$ cat config.mk
export PLATFORM = sky130hd
export DESIGN_NAME = keypad_id_enroll_and_check
export DESIGN_NICKNAME = d
export VERILOG_FILES = /design/src/hw/rtl/kic_pkg.sv /design/src/hw/rtl/keypad_id_enroll_and_check.sv /design/src/hw/rtl/kic_ram.sv
export SDC_FILE = /design/constraint.sdc
export NUM_CORES = 1
export LEC_CHECK = 0
export CAP_MARGIN = 20
export CORE_ASPECT_RATIO = 1.25
export CORE_UTILIZATION = 25
export DETAILED_ROUTE_END_ITERATION = 16
export DONT_BUFFER_PORTS = 1
export PLACE_DENSITY = 0.41
export SETUP_SLACK_MARGIN = 0.15
export SLEW_MARGIN = 15
export SYNTH_ARGS = -nofsm -noshare
export SYNTH_HDL_FRONTEND = slang
export SYNTH_SLANG_ARGS = --single-unit
$ cat constraint.sdc
create_clock -name clk -period 4.43 [get_ports clk]
set_input_delay 0.2215 -clock clk [delete_from_list [all_inputs] [get_ports clk]]
set_output_delay 0.2215 -clock clk [all_outputs]
set_load 0.1 [all_outputs]
$ cat src/hw/rtl/kic_pkg.sv
// kic_pkg: types, codes and sizes for the keypad ID enroll and check block.
// Holds the key map table and the word structs for both directions.
// No dependencies.
`default_nettype none
package kic_pkg;

	localparam int MaxEntries = 32;
	localparam int IdDigits   = 4;
	localparam int IdW        = 4 * IdDigits;
	localparam int CntW       = $clog2(MaxEntries + 1);
	localparam int AddrW      = (MaxEntries > 1) ? $clog2(MaxEntries) : 1;
	localparam int EcntW      = $clog2(IdDigits + 1);
	localparam int NibW       = (IdDigits > 1) ? $clog2(IdDigits) : 1;

	localparam logic OP_KEY  = 1'b0;
	localparam logic OP_MODE = 1'b1;

	localparam logic [3:0] POS_ACCEPT = 4'd0;
	localparam logic [3:0] POS_CANCEL = 4'd15;

	localparam logic [2:0] EV_ECHO         = 3'd0;
	localparam logic [2:0] EV_MATCHED      = 3'd1;
	localparam logic [2:0] EV_NOT_ENROLLED = 3'd2;
	localparam logic [2:0] EV_EXISTS       = 3'd3;
	localparam logic [2:0] EV_REGISTERED   = 3'd4;
	localparam logic [2:0] EV_FULL         = 3'd5;
	localparam logic [2:0] EV_MODE         = 3'd6;
	localparam logic [2:0] EV_CANCEL       = 3'd7;

	localparam logic [1:0] BEEP_NONE  = 2'd0;
	localparam logic [1:0] BEEP_SHORT = 2'd1;
	localparam logic [1:0] BEEP_LONG  = 2'd2;

	// bit 4 set: position carries no digit
	localparam logic [4:0] NO_DIGIT = 5'h10;
	localparam logic [4:0] POS_DIGIT [16] = '{
		NO_DIGIT, 5'd2, 5'd3, NO_DIGIT,
		5'd4,     5'd5, 5'd6, NO_DIGIT,
		5'd7,     5'd8, 5'd9, NO_DIGIT,
		NO_DIGIT, 5'd0, NO_DIGIT, NO_DIGIT
	};

	typedef enum logic {
		ST_IDLE,
		ST_SEARCH
	} state_t;

	typedef struct packed {
		logic       opcode;
		logic [3:0] key_position;
	} cmd_t;

	typedef struct packed {
		logic [2:0]  event_kind;
		logic [1:0]  beep_kind;
		logic        current_mode;
		logic [2:0]  digits_entered;
		logic [15:0] entered_digits;
		logic [5:0]  stored_count;
	} result_t;

endpackage
`default_nettype wire

$ cat src/hw/rtl/keypad_id_enroll_and_check.sv
// keypad_id_enroll_and_check: top level, keypad entry, ID table search and enroll.
// Depends on kic_pkg and kic_ram (ID table).
// Digit words (entry not full), cancel and mode words give their result in the cycle after start,
// one per cycle while busy is low. Accept with a full entry walks the table, one read of the
// table RAM per cycle, busy high meanwhile; other accepts and non-digit keys give no result.
// Reset clears mode, entry and enrolled count; the table is not cleared.
`default_nettype none
module keypad_id_enroll_and_check (
	input  wire logic           clk,
	input  wire logic           arst_n,
	input  wire logic           start,
	input  wire kic_pkg::cmd_t  item,
	output logic                busy,
	output logic                done,
	output kic_pkg::result_t    result
);

	kic_pkg::state_t state_q, state_d;

	logic                       mode_q, mode_d;
	logic [kic_pkg::IdW-1:0]    ent_q, ent_d;
	logic [kic_pkg::EcntW-1:0]  ecnt_q, ecnt_d;
	logic [kic_pkg::CntW-1:0]   cnt_q, cnt_d;
	logic [kic_pkg::CntW-1:0]   idx_q, idx_d;
	logic                       rdv_s1, rdv_d;
	logic                       done_d;
	kic_pkg::result_t           res_d;

	logic                       emit;
	logic [2:0]                 ev;
	logic [1:0]                 beep;
	logic                       we;
	logic                       hit;
	logic [kic_pkg::IdW-1:0]    rdata;
	logic [4:0]                 dig;
	logic [kic_pkg::NibW-1:0]   nib;

	kic_ram #(
		.Width(kic_pkg::IdW),
		.Depth(kic_pkg::MaxEntries)
	) u_table (
		.clk  (clk),
		.we   (we),
		.waddr(cnt_q[kic_pkg::AddrW-1:0]),
		.wdata(ent_q),
		.raddr(idx_q[kic_pkg::AddrW-1:0]),
		.rdata(rdata)
	);

	assign busy = (state_q != kic_pkg::ST_IDLE);
	assign hit  = rdv_s1 && (rdata == ent_q);
	assign dig  = kic_pkg::POS_DIGIT[item.key_position];
	assign nib  = kic_pkg::NibW'(kic_pkg::IdDigits - 1) - kic_pkg::NibW'(ecnt_q);

	always_ff @(posedge clk or negedge arst_n) begin
		if (!arst_n) begin
			state_q <= kic_pkg::ST_IDLE;
		end else begin
			state_q <= state_d;
		end
	end

	always_comb begin
		state_d = state_q;
		mode_d  = mode_q;
		ent_d   = ent_q;
		ecnt_d  = ecnt_q;
		cnt_d   = cnt_q;
		idx_d   = idx_q;
		rdv_d   = 1'b0;
		we      = 1'b0;
		emit    = 1'b0;
		ev      = kic_pkg::EV_ECHO;
		beep    = kic_pkg::BEEP_NONE;
		case (state_q)
			kic_pkg::ST_IDLE: begin
				if (start) begin
					if (item.opcode == kic_pkg::OP_MODE) begin
						mode_d = ~mode_q;
						ent_d  = '0;
						ecnt_d = '0;
						emit   = 1'b1;
						ev     = kic_pkg::EV_MODE;
					end else if (item.key_position == kic_pkg::POS_ACCEPT) begin
						if (ecnt_q == kic_pkg::EcntW'(kic_pkg::IdDigits)) begin
							state_d = kic_pkg::ST_SEARCH;
							idx_d   = '0;
						end
					end else if (item.key_position == kic_pkg::POS_CANCEL) begin
						ent_d  = '0;
						ecnt_d = '0;
						emit   = 1'b1;
						ev     = kic_pkg::EV_CANCEL;
					end else if (!dig[4]
						&& ecnt_q < kic_pkg::EcntW'(kic_pkg::IdDigits)) begin
						ent_d  = ent_q | (kic_pkg::IdW'(dig[3:0]) << {nib, 2'b00});
						ecnt_d = ecnt_q + 1'b1;
						emit   = 1'b1;
						ev     = kic_pkg::EV_ECHO;
					end
				end
			end
			kic_pkg::ST_SEARCH: begin
				if (hit || idx_q == cnt_q) begin
					state_d = kic_pkg::ST_IDLE;
					emit    = 1'b1;
					ent_d   = '0;
					ecnt_d  = '0;
					if (!mode_q) begin
						ev   = hit ? kic_pkg::EV_MATCHED : kic_pkg::EV_NOT_ENROLLED;
						beep = hit ? kic_pkg::BEEP_SHORT : kic_pkg::BEEP_LONG;
					end else if (hit) begin
						ev   = kic_pkg::EV_EXISTS;
						beep = kic_pkg::BEEP_LONG;
					end else if (cnt_q < kic_pkg::CntW'(kic_pkg::MaxEntries)) begin
						we    = 1'b1;
						cnt_d = cnt_q + 1'b1;
						ev    = kic_pkg::EV_REGISTERED;
						beep  = kic_pkg::BEEP_SHORT;
					end else begin
						ev   = kic_pkg::EV_FULL;
						beep = kic_pkg::BEEP_LONG;
					end
				end else begin
					rdv_d = 1'b1;
					idx_d = idx_q + 1'b1;
				end
			end
			default: begin
				state_d = kic_pkg::ST_IDLE;
			end
		endcase
		done_d                = emit;
		res_d.event_kind      = ev;
		res_d.beep_kind       = beep;
		res_d.current_mode    = mode_d;
		res_d.digits_entered  = 3'(ecnt_d);
		res_d.entered_digits  = 16'(ent_d);
		res_d.stored_count    = 6'(cnt_d);
	end

	always_ff @(posedge clk or negedge arst_n) begin
		if (!arst_n) begin
			mode_q <= 1'b0;
			ent_q  <= '0;
			ecnt_q <= '0;
			cnt_q  <= '0;
			idx_q  <= '0;
			rdv_s1 <= 1'b0;
			done   <= 1'b0;
		end else begin
			mode_q <= mode_d;
			ent_q  <= ent_d;
			ecnt_q <= ecnt_d;
			cnt_q  <= cnt_d;
			idx_q  <= idx_d;
			rdv_s1 <= rdv_d;
			done   <= done_d;
		end
	end

	always_ff @(posedge clk) begin
		if (emit) begin
			result <= res_d;
		end
	end

	a_cnt_range: assert property (@(posedge clk) disable iff (!arst_n)
		cnt_q <= kic_pkg::CntW'(kic_pkg::MaxEntries))
		else $error("enrolled count beyond table depth");

	a_ecnt_range: assert property (@(posedge clk) disable iff (!arst_n)
		ecnt_q <= kic_pkg::EcntW'(kic_pkg::IdDigits))
		else $error("entry count beyond digit count");

	a_idx_range: assert property (@(posedge clk) disable iff (!arst_n)
		state_q == kic_pkg::ST_SEARCH |-> idx_q <= cnt_q)
		else $error("search index past enrolled count");

	a_write_when: assert property (@(posedge clk) disable iff (!arst_n)
		we |-> (state_q == kic_pkg::ST_SEARCH && mode_q && !hit
			&& cnt_q < kic_pkg::CntW'(kic_pkg::MaxEntries)))
		else $error("table write outside enroll finish");

	a_search_full: assert property (@(posedge clk) disable iff (!arst_n)
		state_q == kic_pkg::ST_SEARCH |-> ecnt_q == kic_pkg::EcntW'(kic_pkg::IdDigits))
		else $error("search without full entry");

endmodule
`default_nettype wire

$ cat src/hw/rtl/kic_ram.sv
// kic_ram: generic single-clock RAM, one write port, one registered read port.
// No dependencies.
`default_nettype none
module kic_ram #(
	parameter int Width = 16,
	parameter int Depth = 32,
	localparam int AW   = (Depth > 1) ? $clog2(Depth) : 1
) (
	input  wire logic             clk,
	input  wire logic             we,
	input  wire logic [AW-1:0]    waddr,
	input  wire logic [Width-1:0] wdata,
	input  wire logic [AW-1:0]    raddr,
	output logic      [Width-1:0] rdata
);

	logic [Width-1:0] mem [Depth];

	always_ff @(posedge clk) begin
		if (we) begin
			mem[waddr] <= wdata;
		end
		rdata <= mem[raddr];
	end

endmodule
`default_nettype wire

==> results.md <==
Global routing:
- The first global-routing pass estimated 87300 um of wire.
- The number of global-route vias before repair came to between 10k and 15k.
- The initial antenna violation count came to 1.
- The pin count of the biggest net entering global routing is 132.
- In the global route stage, overall resource usage came out at 13.28%.
- The overall overflow remaining after global route is 0.

Die:
- The die is 273.1 um wide.
- The y dimension of the die is approximately 340 um.
- The I/O pin count is 41.
- The total area inside the core boundary comes to around 0.090 mm2.
- Row generation in the floorplan step produced 123 rows.
- The initial utilization of the core area, before any placement, comes to between 20% and 30%.
- The full die area is between 0.09 and 0.1 mm2.

Synth:
- The most used flip-flop cell after synthesis is sky130_fd_sc_hd__edfxtp_1.
- The average cell area after synthesis is 21.90 um2.
- By area the synthesized netlist is led by sky130_fd_sc_hd__edfxtp_1, sky130_fd_sc_hd__mux4_2, sky130_fd_sc_hd__dfrtp_1, sky130_fd_sc_hd__dfxtp_1, sky130_fd_sc_hd__nor2_1.
- In the synthesized netlist, the number of instances is ~1.0k.
- The synthesized design devotes to its leading area cell type 70.99% of total area.
- The number of distinct library cell variants in the gate-level netlist after synthesis is 53.
- The netlist area before placement is 0.02297 mm2.
- After synthesis, the share of flip-flops with an asynchronous set or reset is 5.892%.
- The most common cell in the synthesized netlist is sky130_fd_sc_hd__edfxtp_1.
- In the synthesized netlist, the cells that appear most often are sky130_fd_sc_hd__edfxtp_1, sky130_fd_sc_hd__mux4_2, sky130_fd_sc_hd__nor2_1, sky130_fd_sc_hd__dfrtp_1, sky130_fd_sc_hd__clkbuf_1.
- The warning count from the yosys run is 0.
- The number of nets handed over by synthesis was 1070.
- The sequential-to-total area share from yosys stat is between 70% and 80%.
- The largest total area in the synthesized netlist belongs to sky130_fd_sc_hd__edfxtp_1.
- In this run, synthesis inferred 543 flip-flops with an integrated enable.
- The flop and latch count out of synthesis is 594.

Worst hold path:
- The path category of the worst min-delay check is in2reg.
- The start point of the worst min-delay path is item[4].

Clocking:
- TritonCTS built the clock tree.
- Once the clock tree was built, the setup fixing pass inserted 0 buffers.
- The number of clock buffers added by TritonCTS is 61.
- The clock passes through at most 3 buffers.
- The master cell of the clock root buffer is sky130_fd_sc_hd__clkbuf_16.
- Counting every sink on the clock net gives 594.
- For the worst-skew pair, the clock arrives at the later sink with an insertion delay of approximately 650 ps.
- The number of gates resized after CTS was 0.
- The clock slew seen by the registers of the worst setup and hold paths is ~60 ps.
- The H-tree was split into 2 levels.

Route:
- The post-detailed-route count of antenna-violating nets is 0.
- Dividing the detail-routed wire length by the instance count gives 25.76 um.
- For this block, the routed nets add up to 61190 um of wire.
- Detailed routing inserted a total of around 11k vias.
- The detailed-route vias per instance is 4.501.
- In the routed design, unresolved DRC markers number 0.
- The first-pass detailed-route iteration total is 5.
- In this run, the number of DRC markers left after iteration 0 of detailed routing was approximately 870.

STA:
- Of the available clock period, the critical path in the final layout requires between 70% and 80%.
- The actual slew at the worst max-slew pin is roughly 1000 ps.
- The final count of hold timing violations came to 0.
- Based on the critical path, the design can be clocked at up to 288.7 MHz.
- The number of pins with negative max-slew slack in the final report came to 0.
- The total setup violations reported at the end of the flow is 0.
- The smallest clock period supported by the final layout is computed as 3464 ps.
- Setup repair after global routing left no endpoint under its margin.
- On the final layout, the worst clock skew is 39.15 ps.
- Adding up every negative setup slack in the final design gives 0 ps.
- The relative max-transition margin is between 30% and 40%.

Cells and area:
- The multi-input combinational cells in the finished layout cover a total of 0.005308 mm2.
- Registers take about 0.018 mm2.
- The final non-filler cell area is 0.02701 mm2.
- Cells with a size suffix above 1 make up 32.15% of the layout.
- The area added between synthesis and finish is 17.57%.
- The total number of nets in the final design is approximately 1.2k.
- The antenna diode count is 0.
- The number of fill cells is 8838.

Setup path:
- The nature of the critical path startpoint is a flip-flop.
- The standard cell with the maximum stage delay on the critical path is sky130_fd_sc_hd__nor2_2.
- The largest stage delay on the critical path is 790 ps.
- The start of the worst register-to-register path is idx_q[1].
- Tracing the worst setup path back leads to its startpoint at idx_q[1].
- Along the worst path, the maximum fanout reaches 16.
- The nature of the critical path endpoint is a flip-flop.
- STA puts the critical path data required time at ~4700 ps.
- The critical path is of the reg2reg type.
- The signal on the critical path passes through xor2_1 > nor4_1 > nand3_1 > a2111oi_4 > nand2_2 > nor2_2.
- The critical path arrival is about 3700 ps.

Power and ir drop:
- The power density over cell area is 444.3 mW/mm2.
- Summed over all cells, the static leakage comes to 0.008203 uW.
- The worst vdd rail ir drop is 0.3204 mV.

Flow run:
- Across the run, the number of max-cap violations was 0.

Placement:
- In this run the cell area measured after placement is approximately 0.025 mm2.
- The HPWL after detailed placement is 36920 um.
- The number of input and output port buffers inserted is 0.
- The final estimated routing congestion in global placement is 0.7330.

Run status:
- The run finished with clean final reports.
cell families (layout without fill, tap and decap cells):
family | count (synthesis) | in the layout | synth area share (%)
compound gates | 43 | 43 | 1.400
xor+xnor | 27 | 27 | 1.030
fa+ha+maj | 13 | 13 | 0.7082
buf+inv | 59 | 198 | 1.046
flops | 594 | 594 | 76.20
mux | 183 | 183 | 16.78
simple gates | 130 | 130 | 2.843
critical path, delay by kind of cell (launching register included):
family	cells	cell delay, ps
and+or+nand+nor	4	1700
AOI/OAI and AO/OA	1	680
xor gates and xnor gates	1	170
DFF	1	500
state kept, by name, summed over array words and instances (netlist names):
name and flops:
cnt_q 6, u_table.mem 512, rdv_s1 1, idx_q 6
result 31, ent_q 16, u_table.rdata 16, done 1
mode_q 1, busy 1, ecnt_q 3
layout make-up:
| type | count | share of cell area (%) |
|---|---|---|
| sequential | 594 | 64.84 |
| multi-input combinational | 396 | 19.65 |
| clock buffer | 83 | 6.185 |
| tap | 1187 | 5.499 |
| timing repair buffer | 71 | 2.224 |
| clock inverter | 33 | 1.432 |
| inverter | 11 | 0.1622 |
through the flow:
stage,setup slack [ps],std cells,util (%),power [uW],hold slack [ps]
3_5_place_dp,957.8,2251,27.47,6868,-72.03
4_1_cts,925.2,2375,29.84,12160,6.700
6_report,966.3,2375,29.84,12000,27.82
3_3_place_gp,967.2,2251,27.47,6871,-72.62
5_1_grt,679.5,2375,29.84,12400,36.36
2_1_floorplan,1167,1049,-,6732,-74.09
layer usage:
metal / GRT usage, % / up-vias / share of wire, %
met5: 0 / - / 0
met4: 3.177 / 0 / 1.7
met3: 2.547 / 68 / 4.4
met2: 22.62 / 251 / 51
met1: 17.34 / 5838 / 43
li1: - / 4533 / -
layout by cell type (no fill, tap or decap), drive strengths merged, types with 3 or more instances in the layout:
cell,count
nor2b,4
mux4,160
nand4,6
nor3,4
ha,13
bufinv,7
inv,11
clkinv,25
dlygate4sd3,7
a41oi,4
nor2,58
mux2,16
xor2,8
nand2,22
nand3,13
clkbuf,83
nand3b,3
dfxtp,16
a21oi,6
a31oi,11
edfxtp,543
o21ai,10
mux2i,7
dfrtp,35
buf,64
xnor2,19
report_power, final:
part / switching, uW / leakage [uW] / total [uW] / internal (uW)
clock network: 2190 / 0.00101 / 5250 / 3050
logic: 254 / 0.00166 / 442 / 188
registers: 193 / 0.00554 / 6310 / 6120
repair_timing:
item / in CTS / in global routing
hold buffers: 8 / 0
hold endpoints to repair: 49 / 0
setup endpoints to repair: 0 / 0
path summary, 6_finish.rpt:
check                                          to  slack [ps]  depth (start not counted)
worst max register to register  u_table.mem[6][4]         970                          6
worst max-delay path            u_table.mem[6][4]         970                          6
worst min-delay path                   result[30]          30                          2
worst min register to register           idx_q[5]         500                          1
max in group asynchronous                idx_q[0]        4140                          2
min in group asynchronous               ecnt_q[2]          60                          2
No activity file was read; power rests on OpenSTA's default activity.
